$ cat config.mk
export PLATFORM = sky130hd
export DESIGN_NAME = bb3_out_fifo
export DESIGN_NICKNAME = d
export VERILOG_FILES = /design/src/rtl/bb3_pkg.sv /design/src/rtl/bb3_out_fifo.sv
export SDC_FILE = /design/constraint.sdc
export NUM_CORES = 1
export LEC_CHECK = 0
export BUFFER_PORTS_ARGS = -buffer_cell sky130_fd_sc_hd__buf_2
export CAP_MARGIN = 20
export CORE_MARGIN = 8
export CORE_UTILIZATION = 38
export CTS_BUF_LIST = sky130_fd_sc_hd__clkbuf_16
export DETAILED_ROUTE_END_ITERATION = 10
export GPL_TIMING_DRIVEN = 0
export HOLD_SLACK_MARGIN = 0.1
export PLACE_DENSITY_LB_ADDON = 0.1
export SKIP_LAST_GASP = 1
export SYNTH_ARGS = -nofsm -noshare
export SYNTH_HDL_FRONTEND = slang
export SYNTH_SLANG_ARGS = --single-unit
$ cat constraint.sdc
create_clock -name clk -period 3.5 [get_ports clk]
set_input_delay 0.7 -clock clk [delete_from_list [all_inputs] [get_ports clk]]
set_output_delay 0.7 -clock clk [all_outputs]
set_load 0.02 [all_outputs]
$ cat src/rtl/bb3_pkg.sv
// ----------------------------------------------------------------------------
// bb3_pkg - shared types and constants for the 3x3 box blur
// Sizes, register indexes, reset values, window and result types.
// ----------------------------------------------------------------------------
`timescale 1ns / 1ps

package bb3_pkg;

  localparam int MAX_WIDTH  = 1024;
  localparam int MAX_HEIGHT = 1024;

  localparam int COL_W    = $clog2(MAX_WIDTH);
  localparam int ROW_W    = $clog2(MAX_HEIGHT);
  // frame dimensions and incremented counters, wide enough to hold the maximum
  localparam int DIM_W    = ((COL_W > ROW_W) ? COL_W : ROW_W) + 1;
  // input line count runs ahead of the output by one line and one word
  localparam int IN_ROW_W = DIM_W + 1;

  localparam int CFG_W     = 11;
  localparam int CFG_IDX_W = 1;
  localparam logic [CFG_IDX_W-1:0] REG_FRAME_WIDTH  = 1'd0;
  localparam logic [CFG_IDX_W-1:0] REG_FRAME_HEIGHT = 1'd1;
  localparam logic [CFG_W-1:0] FRAME_WIDTH_RST  = 11'd800;
  localparam logic [CFG_W-1:0] FRAME_HEIGHT_RST = 11'd600;

  // operation codes of an input word
  localparam logic OP_PIXEL = 1'b0;
  localparam logic OP_FLUSH = 1'b1;

  localparam int WORD_W = 32;
  localparam int PIX_W  = 24;
  localparam int CH_W   = 8;
  localparam int R_LSB  = 16;
  localparam int G_LSB  = 8;
  localparam int B_LSB  = 0;
  localparam logic [CH_W-1:0] ALPHA_OPAQUE = 8'hFF;

  localparam int WIN_COLS = 3;
  localparam int CSUM_W   = CH_W + 2;   // three channel values
  localparam int TSUM_W   = CH_W + 4;   // nine channel values

  // x / 9 == (x * 7282) >> 16 for every x up to 9 * 255
  localparam int DIV9_MUL_W = 13;
  localparam logic [DIV9_MUL_W-1:0] DIV9_MUL = 13'd7282;
  localparam int DIV9_SHIFT = 16;
  localparam int PROD_W     = TSUM_W + DIV9_MUL_W;

  localparam int FIFO_DEPTH = 8;
  localparam int FIFO_AW    = $clog2(FIFO_DEPTH);
  localparam int CNT_W      = $clog2(FIFO_DEPTH + 1);

  typedef logic [PIX_W-1:0] pix_t;

  typedef struct packed {
    pix_t top;
    pix_t mid;
    pix_t bot;
  } column_t;

  typedef struct packed {
    logic [CSUM_W-1:0] r;
    logic [CSUM_W-1:0] g;
    logic [CSUM_W-1:0] b;
  } chan_sum_t;

  typedef struct packed {
    logic emit;
    logic left_ok;
    logic right_ok;
    logic top_ok;
    logic bot_ok;
    logic last;
  } meta_t;

  typedef struct packed {
    logic col_ok;
    logic top_ok;
    logic bot_ok;
  } mask_t;

  typedef struct packed {
    logic [CH_W-1:0] r;
    logic [CH_W-1:0] g;
    logic [CH_W-1:0] b;
    logic            last;
  } result_t;

endpackage

$ cat src/rtl/bb3_out_fifo.sv
// ----------------------------------------------------------------------------
// bb3_out_fifo - result queue
// Small queue between the blur pipeline and the output handshake.
// ----------------------------------------------------------------------------
`timescale 1ns / 1ps

module bb3_out_fifo (
  input  logic             clk,
  input  logic             rst,
  input  logic             push,
  input  bb3_pkg::result_t push_data,
  input  logic             pop,
  output logic             valid,
  output bb3_pkg::result_t head
);
  import bb3_pkg::*;

  result_t            mem [FIFO_DEPTH];
  logic [FIFO_AW-1:0] wr_ptr;
  logic [FIFO_AW-1:0] rd_ptr;
  logic [CNT_W-1:0]   count;

  assign valid = (count != '0);
  assign head  = mem[rd_ptr];

  always_ff @(posedge clk) begin
    if (push) begin
      mem[wr_ptr] <= push_data;
    end
  end

  always_ff @(posedge clk) begin
    if (rst) begin
      wr_ptr <= '0;
      rd_ptr <= '0;
      count  <= '0;
    end else begin
      if (push) begin
        wr_ptr <= (wr_ptr == FIFO_AW'(FIFO_DEPTH - 1)) ? '0 : wr_ptr + 1'b1;
      end
      if (pop) begin
        rd_ptr <= (rd_ptr == FIFO_AW'(FIFO_DEPTH - 1)) ? '0 : rd_ptr + 1'b1;
      end
      case ({push, pop})
        2'b10:   count <= count + 1'b1;
        2'b01:   count <= count - 1'b1;
        default: count <= count;
      endcase
    end
  end

`ifndef ASSERT_OFF
  a_no_overflow: assert property (@(posedge clk) disable iff (rst)
    push |-> (count < CNT_W'(FIFO_DEPTH)))
    else $error("result queue written while full");
`endif

endmodule

==> results.yml <==
status:
  status: "complete, no violations"
timing:
  slew_violations: 0
  setup_viol: 0
  period_share_pct: 90.9
  worstMarginPinSlew_ps: 846
  hold_violations: 0
  clock_skew_ps: 5.24
  post-route-min-period_ps: 3180
  slew_headroom_pct: 43.6
  max_freq_ghz: 0.314
  rsz0062_at_grt: "no"
route:
  routedWlPerCell_um: 20.9
  wirelength_um: 15600
  drt_iter0_markers: 142
  drc: 0
  drtAntennaViolNets: 0
  detail_route.vias_per_cell: 5.05
  vias: 3791
  firstDrtPassIters: 4
logic_synthesis:
  yosysTopAreaCell: "edfxtp_1"
  ys_warn_count: 0
  syn_nets: 399
  avgSynthCellArea_um2: 23.0
  netlist_area_um2: 8350
  synth_area_leaders: "edfxtp_1 (72%), mux4_1 (16%), mux2_2 (3.6%), dfxtp_1 (3.1%), ha_1 (1.0%)"
  netlist_instances: 363
  synth_top_area_share_pct: 71.9
  ys_seq_area_share_pct: 75.0
  yosys.cell_types.count: 24
  synth_seq_cells: 213
clock_tree:
  ctsResizeCount: 0
  clock_sinks: 213
  insertion_delay_ps: 490
  h-tree-depth: 1
  clock-root-buffer: "clkbuf_16"
  clockBufferDepth: 3
  path_clk_slew_ps: 60
  cts_tree: "yes"
  holdBufCountCts: 0
  cts_buffers: 23
  postCtsSetupBuffers: 0
global_route:
  grt_start_max_net_pins: 17
  grt_pass1_wl_um: 24300
  antenna_found_initial: 1
  grt_overflow: 0
  grtUsageTotal_pct: 12.1
  grt_pass1_vias: 4077
floorplan:
  die_w_um: 164
  initial_core_util_pct: 38.5
  die_h_um: 164
  core_um2: 21700
  ioPinCount: 55
  rows: 54
  die_area_um2: 27000
setup_path:
  start_kind: "flop"
  crit_path_top_delay_cell: "buf_1"
  path_common_cell: "buf_1"
  worstPathMaxFanout: 10
  critPathMaxStageDelay_ps: 610
  cp-end-kind: "output pin"
  crit_type: "flop to output pin"
  cp.depth: 5
  worst-path-buf-inv: 3
  cp.arrival_ps: 2480
  cp.required_ps: 2800
  path_delay_family: "buffers and inverters"
  ff2ff_path_depth: 4
  crit_chain: "buf_1 > buf_1 > mux4_1 > mux2_2 > buf_2"
cells_and_area:
  final_nets: 490
  nFillCells: 1831
  synthToLayoutAreaGrowth_pct: 19.4
  multi_input_area_um2: 2020
  drive_above_1_share_pct: 29.6
  finalNonFillerCells: 750
  finalInstanceArea_um2: 9970
  regArea_um2: 6270
  antenna_cells: 0
place:
  port_buffers: 54
  gp_congestion: 0.631
  placed_area_um2: 9270
  dpl.hpwl_um: 10000
  dp.cells: 709
power:
  leakagePower_uw: 0.00340
  power_density_nw_per_um2: 554
  peakVddDrop_mv: 0.366
flow_run:
  drv_cap: 0
min_path:
  hold_path_depth: 1
  worst_hold_path_type: "primary input to flop"
[state kept, by name (all words and copies together), names as in the netlist, named ones only]
register and cells:
count 4, rd_ptr 3, mem 200, wr_ptr 3
[metrics by stage]
step	hold slack, ps	TNS (ps)	util [%]	setup WS (ps)	power (uW)
floorplan	490	0	-	515	3190
global placement	515	-88810	41.4	-1480	3330
detailed placement	529	0	42.7	741	3360
CTS	456	0	46.0	211	5610
global route	454	0	46.0	138	5750
finish	475	0	46.0	319	5520
[synth_stat cells]
cell type and instances:
clkbuf_1 3, nor3_1 4, o21ai_0 1, nor2b_1 1, buf_2 1, ha_1 7, o41ai_1 1, xor2_1 3
mux4_1 50, or3_1 1, buf_6 6, nand2b_1 3, or4_1 1, nor4b_1 1, buf_1 7, nand2_1 4
edfxtp_1 200, a41oi_1 1, mux2_2 27, a21oi_1 5, mux2i_1 4, inv_1 2, nor2_1 17, dfxtp_1 13
[layout by cell type (no fill, tap or decap)]
| master | Yosys | routed |
|---|---|---|
| buf_16 | 0 | 6 |
| mux2_2 | 27 | 27 |
| clkbuf_1 | 3 | 3 |
| dfxtp_1 | 13 | 13 |
| buf_6 | 6 | 10 |
| clkbuf_16 | 0 | 23 |
| edfxtp_1 | 200 | 200 |
| xor2_1 | 3 | 3 |
| a21oi_1 | 5 | 5 |
| or4_1 | 1 | 1 |
| mux4_1 | 50 | 50 |
| nor2_1 | 17 | 11 |
| mux2i_1 | 4 | 4 |
| ha_1 | 7 | 7 |
| nor4b_1 | 1 | 1 |
| inv_1 | 2 | 10 |
| o21ai_0 | 1 | 1 |
| bufinv_16 | 0 | 2 |
| or3_1 | 1 | 1 |
| buf_8 | 0 | 2 |
| clkinvlp_4 | 0 | 1 |
| nor2b_1 | 1 | 1 |
| nor3_1 | 4 | 2 |
| a41oi_1 | 1 | 1 |
| nand2b_1 | 3 | 3 |
| nor3_2 | 0 | 2 |
| o41ai_1 | 1 | 1 |
| clkinv_1 | 0 | 2 |
| buf_1 | 7 | 7 |
| nand2_1 | 4 | 4 |
| buf_2 | 1 | 55 |
| clkinv_2 | 0 | 5 |
| nor2_4 | 0 | 6 |
[per-layer routing]
metal / vias to the layer above / GRT usage (%) / part of all wire [%]
met1: 1955 / 15.5 / 44
met3: 27 / 2.71 / 4.2
met2: 59 / 20.1 / 50
met5: - / 0 / 0.058
li1: 1748 / - / -
met4: 2 / 3.60 / 1.9
[area by class of cell]
cell class                      count  area share (%)
Inverter                            2          0.0753
Clock buffer                       23            5.77
Tap cell                          280            3.51
Timing Repair Buffer               66            5.12
Sequential cell                   213            62.8
Multi-Input combinational cell    131            20.3
Buffer                             17            1.10
Clock inverter                     18            1.31
[worst paths after layout]
path | start | endpoint | slack [ps]
worst max-delay path | flop | head[8] | 320
worst min-delay path | push_data[13] | mem[3][13] | 470
worst max register to register | wr_ptr[0] | mem[0][24] | 1680
worst min register to register | wr_ptr[0] | wr_ptr[0] | 540
[logic make-up after synthesis]
| logic type | Yosys count | share of synthesized area [%] |
|---|---|---|
| buffers and inverters | 19 | 1.41 |
| and+or+nand+nor | 32 | 1.75 |
| xor gates and xnor gates | 3 | 0.315 |
| adders and majority gates | 7 | 1.05 |
| muxes | 81 | 19.9 |
| DFF | 213 | 75.0 |
| AOI/OAI and AO/OA | 8 | 0.569 |
[where the power goes]
part	switching, uW	leakage (uW)	internal [uW]
Clock	896	0.000377	1330
Sequential	21.0	0.00192	2850
Combinational	234	0.00110	192
No activity file was read; power rests on OpenSTA's default activity.
