<file path="config.mk">
export PLATFORM = sky130hd
export DESIGN_NAME = bb3_cell
export DESIGN_NICKNAME = d
export VERILOG_FILES = /design/src/rtl/bb3_pkg.sv /design/src/rtl/bb3_cell.sv
export SDC_FILE = /design/constraint.sdc
export NUM_CORES = 1
export LEC_CHECK = 0
export BUFFER_PORTS_ARGS = -buffer_cell sky130_fd_sc_hd__buf_4
export CAP_MARGIN = 20
export CORE_ASPECT_RATIO = 1.25
export CORE_MARGIN = 8
export CORE_UTILIZATION = 50
export DETAILED_ROUTE_END_ITERATION = 8
export GPL_TIMING_DRIVEN = 0
export HOLD_SLACK_MARGIN = 0.15
export PLACE_DENSITY = 0.84
export SLEW_MARGIN = 25
export SYNTH_ARGS = -nofsm -noshare
export SYNTH_HDL_FRONTEND = slang
export SYNTH_SLANG_ARGS = --single-unit
</file>
<file path="constraint.sdc">
create_clock -name clk -period 7.7 [get_ports clk]
set_input_delay 0.385 -clock clk [delete_from_list [all_inputs] [get_ports clk]]
set_output_delay 0.385 -clock clk [all_outputs]
set_load 0.005 [all_outputs]
</file>
<file path="src/rtl/bb3_pkg.sv">
// ----------------------------------------------------------------------------
// bb3_pkg - shared types and constants for the 3x3 box blur
// Sizes, register indexes, reset values, window and result types.
// ----------------------------------------------------------------------------
`timescale 1ns / 1ps

package bb3_pkg;

  localparam int MAX_WIDTH  = 1024;
  localparam int MAX_HEIGHT = 1024;

  localparam int COL_W    = $clog2(MAX_WIDTH);
  localparam int ROW_W    = $clog2(MAX_HEIGHT);
  // frame dimensions and incremented counters, wide enough to hold the maximum
  localparam int DIM_W    = ((COL_W > ROW_W) ? COL_W : ROW_W) + 1;
  // input line count runs ahead of the output by one line and one word
  localparam int IN_ROW_W = DIM_W + 1;

  localparam int CFG_W     = 11;
  localparam int CFG_IDX_W = 1;
  localparam logic [CFG_IDX_W-1:0] REG_FRAME_WIDTH  = 1'd0;
  localparam logic [CFG_IDX_W-1:0] REG_FRAME_HEIGHT = 1'd1;
  localparam logic [CFG_W-1:0] FRAME_WIDTH_RST  = 11'd800;
  localparam logic [CFG_W-1:0] FRAME_HEIGHT_RST = 11'd600;

  // operation codes of an input word
  localparam logic OP_PIXEL = 1'b0;
  localparam logic OP_FLUSH = 1'b1;

  localparam int WORD_W = 32;
  localparam int PIX_W  = 24;
  localparam int CH_W   = 8;
  localparam int R_LSB  = 16;
  localparam int G_LSB  = 8;
  localparam int B_LSB  = 0;
  localparam logic [CH_W-1:0] ALPHA_OPAQUE = 8'hFF;

  localparam int WIN_COLS = 3;
  localparam int CSUM_W   = CH_W + 2;   // three channel values
  localparam int TSUM_W   = CH_W + 4;   // nine channel values

  // x / 9 == (x * 7282) >> 16 for every x up to 9 * 255
  localparam int DIV9_MUL_W = 13;
  localparam logic [DIV9_MUL_W-1:0] DIV9_MUL = 13'd7282;
  localparam int DIV9_SHIFT = 16;
  localparam int PROD_W     = TSUM_W + DIV9_MUL_W;

  localparam int FIFO_DEPTH = 8;
  localparam int FIFO_AW    = $clog2(FIFO_DEPTH);
  localparam int CNT_W      = $clog2(FIFO_DEPTH + 1);

  typedef logic [PIX_W-1:0] pix_t;

  typedef struct packed {
    pix_t top;
    pix_t mid;
    pix_t bot;
  } column_t;

  typedef struct packed {
    logic [CSUM_W-1:0] r;
    logic [CSUM_W-1:0] g;
    logic [CSUM_W-1:0] b;
  } chan_sum_t;

  typedef struct packed {
    logic emit;
    logic left_ok;
    logic right_ok;
    logic top_ok;
    logic bot_ok;
    logic last;
  } meta_t;

  typedef struct packed {
    logic col_ok;
    logic top_ok;
    logic bot_ok;
  } mask_t;

  typedef struct packed {
    logic [CH_W-1:0] r;
    logic [CH_W-1:0] g;
    logic [CH_W-1:0] b;
    logic            last;
  } result_t;

endpackage

</file>
<file path="src/rtl/bb3_cell.sv">
// ----------------------------------------------------------------------------
// bb3_cell - one column of the 3x3 window
// Holds three pixels, passes them on at each shift and registers the
// masked per-channel column sum.
// ----------------------------------------------------------------------------
`timescale 1ns / 1ps

module bb3_cell (
  input  logic               clk,
  input  logic               shift,
  input  bb3_pkg::column_t   col_in,
  input  bb3_pkg::mask_t     mask,
  output bb3_pkg::column_t   col_q,
  output bb3_pkg::chan_sum_t csum
);
  import bb3_pkg::*;

  pix_t      t;
  pix_t      m;
  pix_t      b;
  chan_sum_t csum_next;

  always_comb begin
    t = (mask.col_ok && mask.top_ok) ? col_q.top : '0;
    m = mask.col_ok ? col_q.mid : '0;
    b = (mask.col_ok && mask.bot_ok) ? col_q.bot : '0;
    csum_next.r = CSUM_W'(t[R_LSB +: CH_W]) + CSUM_W'(m[R_LSB +: CH_W])
                + CSUM_W'(b[R_LSB +: CH_W]);
    csum_next.g = CSUM_W'(t[G_LSB +: CH_W]) + CSUM_W'(m[G_LSB +: CH_W])
                + CSUM_W'(b[G_LSB +: CH_W]);
    csum_next.b = CSUM_W'(t[B_LSB +: CH_W]) + CSUM_W'(m[B_LSB +: CH_W])
                + CSUM_W'(b[B_LSB +: CH_W]);
  end

  always_ff @(posedge clk) begin
    if (shift) begin
      col_q <= col_in;
    end
    csum <= csum_next;
  end

endmodule

</file>
==> flow_summary_export.csv <==
group,metric,value,unit
sta,period_needed,3346,ps
pwr,power_density,231.6,nW/µm²
critical_path,crit_chain,"buf_2 > and2_1 > clkbuf_1 > buf_2 > nand2_1 > fa_1 > inv_1 > ha_1 > fa_1 > a21oi_1 > o211ai_1 > a21oi_1 > xnor2_1",
sta,setup_viol,0,
floorplanning,die_h,124.2,µm
cts,ctsHoldBuffers,0,
run,drv_cap,0,
sta,worstMarginPinSlew,906.4,ps
critical_path,crit_path_start_kind,"input pin",
floorplanning,initial_utilization,51.32,%
detailed_routing,vias,3497,
global_route,grt_pass1_vias,3886,
hold_path,holdPathStages,1,
sta,tns,0,ps
critical_path,crit_path_end_kind,"flip-flop",
hold_path,worstHoldStart,"col_in[23]",
placed_design,hpwlAfterDp,9578,µm
pwr,p_leak,3.044,nW
critical_path,crit_fanout,10,
critical_path,path_class,"input pin to flip-flop",
cts,h-tree-depth,3,
layout,stdcell_area,6538,µm²
detailed_routing,wl_per_cell,17.97,µm
global_route,grt_pass1_wl,19240,µm
yosys,ys_seq_elements,102,
critical_path,reg2regPathDepth,8,
global_route,grt_max_degree,73,
global_route,grt.total_usage,19.61,%
cts,clk_latency,350,ps
critical_path,crit_arrival,3620,ps
cts,post_cts_buffers,0,
detailed_routing,viasPerCell,5.083,
yosys,synth_area_per_cell,12.59,µm²
placed_design,place_area,6166,µm²
critical_path,crit_path_start,"mask[2]",
cts,clk_pin_slew,70,ps
global_route,antenna_found_initial,0,
hold_path,hp-class,"input pin to flip-flop",
layout,diodes,0,
critical_path,cp.required,7980,ps
yosys,ys_warn_count,0,
critical_path,r2r_start,"col_q[8]$_DFFE_PP_",
placed_design,io_buffers,177,
floorplanning,row_count,39,
cts,cts_resized,0,
pwr,peakVddDrop,0.0001258,V
sta,report.final.slew_viol_count,0,
cts,clock_path_buffers,2,
sta,hold_viol,0,
critical_path,path_delay_family,"adder cells",
yosys,syn_area,4683,µm²
critical_path,rrSetupSlack,5080,ps
cts,cts_buffers,9,
layout,layout.nets,685,
yosys,seq_area_frac_synth,58.99,%
sta,rsz0062_at_grt,"false",
floorplanning,die_x,102.6,µm
critical_path,max_stage_delay,540,ps
detailed_routing,drt_first_pass_iters,4,
floorplanning,coreArea,9125,µm²
cts,cts_tree,"yes",
global_route,grt_overflow,0,
cts,root_buffer,"clkbuf_16",
layout,synthToLayoutAreaGrowth,39.59,%
sta,slew_headroom,39.57,%
sta,clock_skew,6.235,ps
hold_path,hold_path_end,"col_q[23]$_DFFE_PP_",
placed_design,gp_congestion,0.8384,
layout,drive_above_1_share,34.69,%
critical_path,crit_buf_inv,4,
cts,cts.sinks,102,
critical_path,rr_endpoint,"csum[17]$_DFF_P_",
detailed_routing,drc,0,
floorplanning,dieArea,12740,µm²
detailed_routing,antenna_left,0,
yosys,synth_nets,497,
detailed_routing,drtIter0Drc,160,
sta,fin_crit_sh,43.45,%
outcome,status,"completed",
yosys,synth_cell_type_count,37,
sta,fmax,298.9,MHz
floorplanning,io_pins,179,
detailed_routing,routed_wirelength,12360,µm
yosys,synth_cells,372,
critical_path,critPathSlowestCell,"fa_1",
==> report_power, final <==
part           internal [mW]  switching (mW)  total (mW)  leakage, nW
Combinational          0.148           0.130       0.278         1.91
Clock                  0.359           0.197       0.556        0.180
Sequential             0.654          0.0264       0.680        0.955
==> synthesized netlist by cell type (all sizes together) <==
cell type | number | share of area, %
nor4 | 1 | 0.13
o31a | 1 | 0.19
clkbuf | 5 | 0.40
a21o | 3 | 0.48
xor2 | 3 | 0.56
buf | 3 | 0.32
nor3b | 1 | 0.16
ha | 21 | 5.6
and3 | 10 | 1.3
nor2b | 4 | 0.69
a221oi | 1 | 0.19
mux2i | 2 | 0.43
a41o | 1 | 0.21
and2b | 1 | 0.16
nand4 | 1 | 0.13
nor2 | 6 | 0.48
nor3 | 4 | 0.43
o221ai | 1 | 0.19
and4b | 1 | 0.21
edfxtp | 72 | 46
nand3 | 2 | 0.21
and2 | 7 | 0.94
fa | 27 | 12
xnor2 | 9 | 1.7
a311o | 1 | 0.21
or4b | 1 | 0.21
nand2 | 69 | 5.5
o21bai | 2 | 0.32
o211ai | 3 | 0.48
a21oi | 19 | 2.0
o21ai | 9 | 0.96
a211oi | 3 | 0.48
o21a | 1 | 0.16
inv | 44 | 3.5
dfxtp | 30 | 13
nand2b | 3 | 0.40
==> how the worst max path moves through the flow <==
stage,cells past startpoint,end
6_report,13,csum[27]$_DFF_P_
5_1_grt,14,csum[7]$_DFF_P_
4_1_cts,13,csum[27]$_DFF_P_
3_5_place_dp,14,csum[7]$_DFF_P_
3_3_place_gp,14,csum[7]$_DFF_P_
2_1_floorplan,14,csum[7]$_DFF_P_
==> area by class of cell <==
class / instances / area [µm²]
well taps: 123 / 153.9
flip-flops and latches: 102 / 2763
plain buffers: 8 / 33.78
clock buffers: 10 / 239.0
fillers: 640 / 2587
inverters: 44 / 165.2
repair buffers: 177 / 1329
clock inverters: 6 / 132.6
multi-input cells: 218 / 1722
==> routing by layer <==
metal / track usage, % / wire length [µm] / up-vias
met5: 0 / 0 / -
met4: 8.492 / 235 / 0
met3: 5.761 / 1269 / 18
met2: 34.83 / 6510 / 160
met1: 20.48 / 4348 / 1687
li1: - / - / 1632
==> logic make-up (layout without fill, tap and decap cells) <==
logic type	after synthesis	after routing	synth area share [%]
compound gates	45	45	5.904
flops	102	102	58.99
xor+xnor	12	12	2.244
fa+ha+maj	48	48	17.15
buf+inv	52	245	4.248
mux	2	2	0.4275
simple gates	111	111	11.03
==> per-stage QoR <==
step / setup slack, ps / instances / utilization, % / total power [mW] / hold WS [ps]
final: 4354 / 688 / 71.64 / 1.514 / 210.0
after global routing: 4184 / 688 / 71.64 / 1.576 / 205.6
after CTS: 4336 / 688 / 71.64 / 1.522 / 205.5
after detailed placement: 4010 / 672 / 67.57 / 0.9701 / 564.3
after global placement: 4034 / 672 / 67.57 / 0.9559 / 562.9
after floorplan: 4550 / 372 / - / 0.7995 / 483.9
==> placed cells by master (no fill, tap or decap), types with 2 or more instances in the layout <==
| cell type | netlist | layout |
|---|---|---|
| buf_4 | 0 | 177 |
| edfxtp_1 | 72 | 72 |
| nand2_1 | 69 | 69 |
| inv_1 | 44 | 44 |
| dfxtp_1 | 30 | 30 |
| fa_1 | 27 | 27 |
| ha_1 | 21 | 21 |
| a21oi_1 | 19 | 19 |
| and3_1 | 10 | 10 |
| o21ai_0 | 9 | 9 |
| xnor2_1 | 9 | 9 |
| clkbuf_16 | 0 | 9 |
| and2_1 | 7 | 7 |
| nor2_1 | 6 | 6 |
| clkbuf_1 | 5 | 5 |
| nor3_1 | 4 | 4 |
| bufinv_16 | 0 | 4 |
| buf_2 | 3 | 3 |
| o211ai_1 | 3 | 3 |
| nor2b_1 | 3 | 3 |
| a211oi_1 | 3 | 3 |
| nand2b_1 | 3 | 3 |
| a21o_1 | 3 | 3 |
| xor2_1 | 3 | 3 |
| nand3_1 | 2 | 2 |
| mux2i_1 | 2 | 2 |
| o21bai_1 | 2 | 2 |
==> registers in the layout, indices dropped and copies added (netlist names) <==
signal / cells
col_q: 72
csum: 30
==> worst reg2reg max path, cell delays in order (launching register included) <==
cell	delay (ps)
edfxtp_1	390
and3_1	220
fa_1	480
ha_1	250
fa_1	410
a21oi_1	260
o211ai_1	170
a21oi_1	230
xnor2_1	140
No activity file was read; power rests on OpenSTA's default activity.
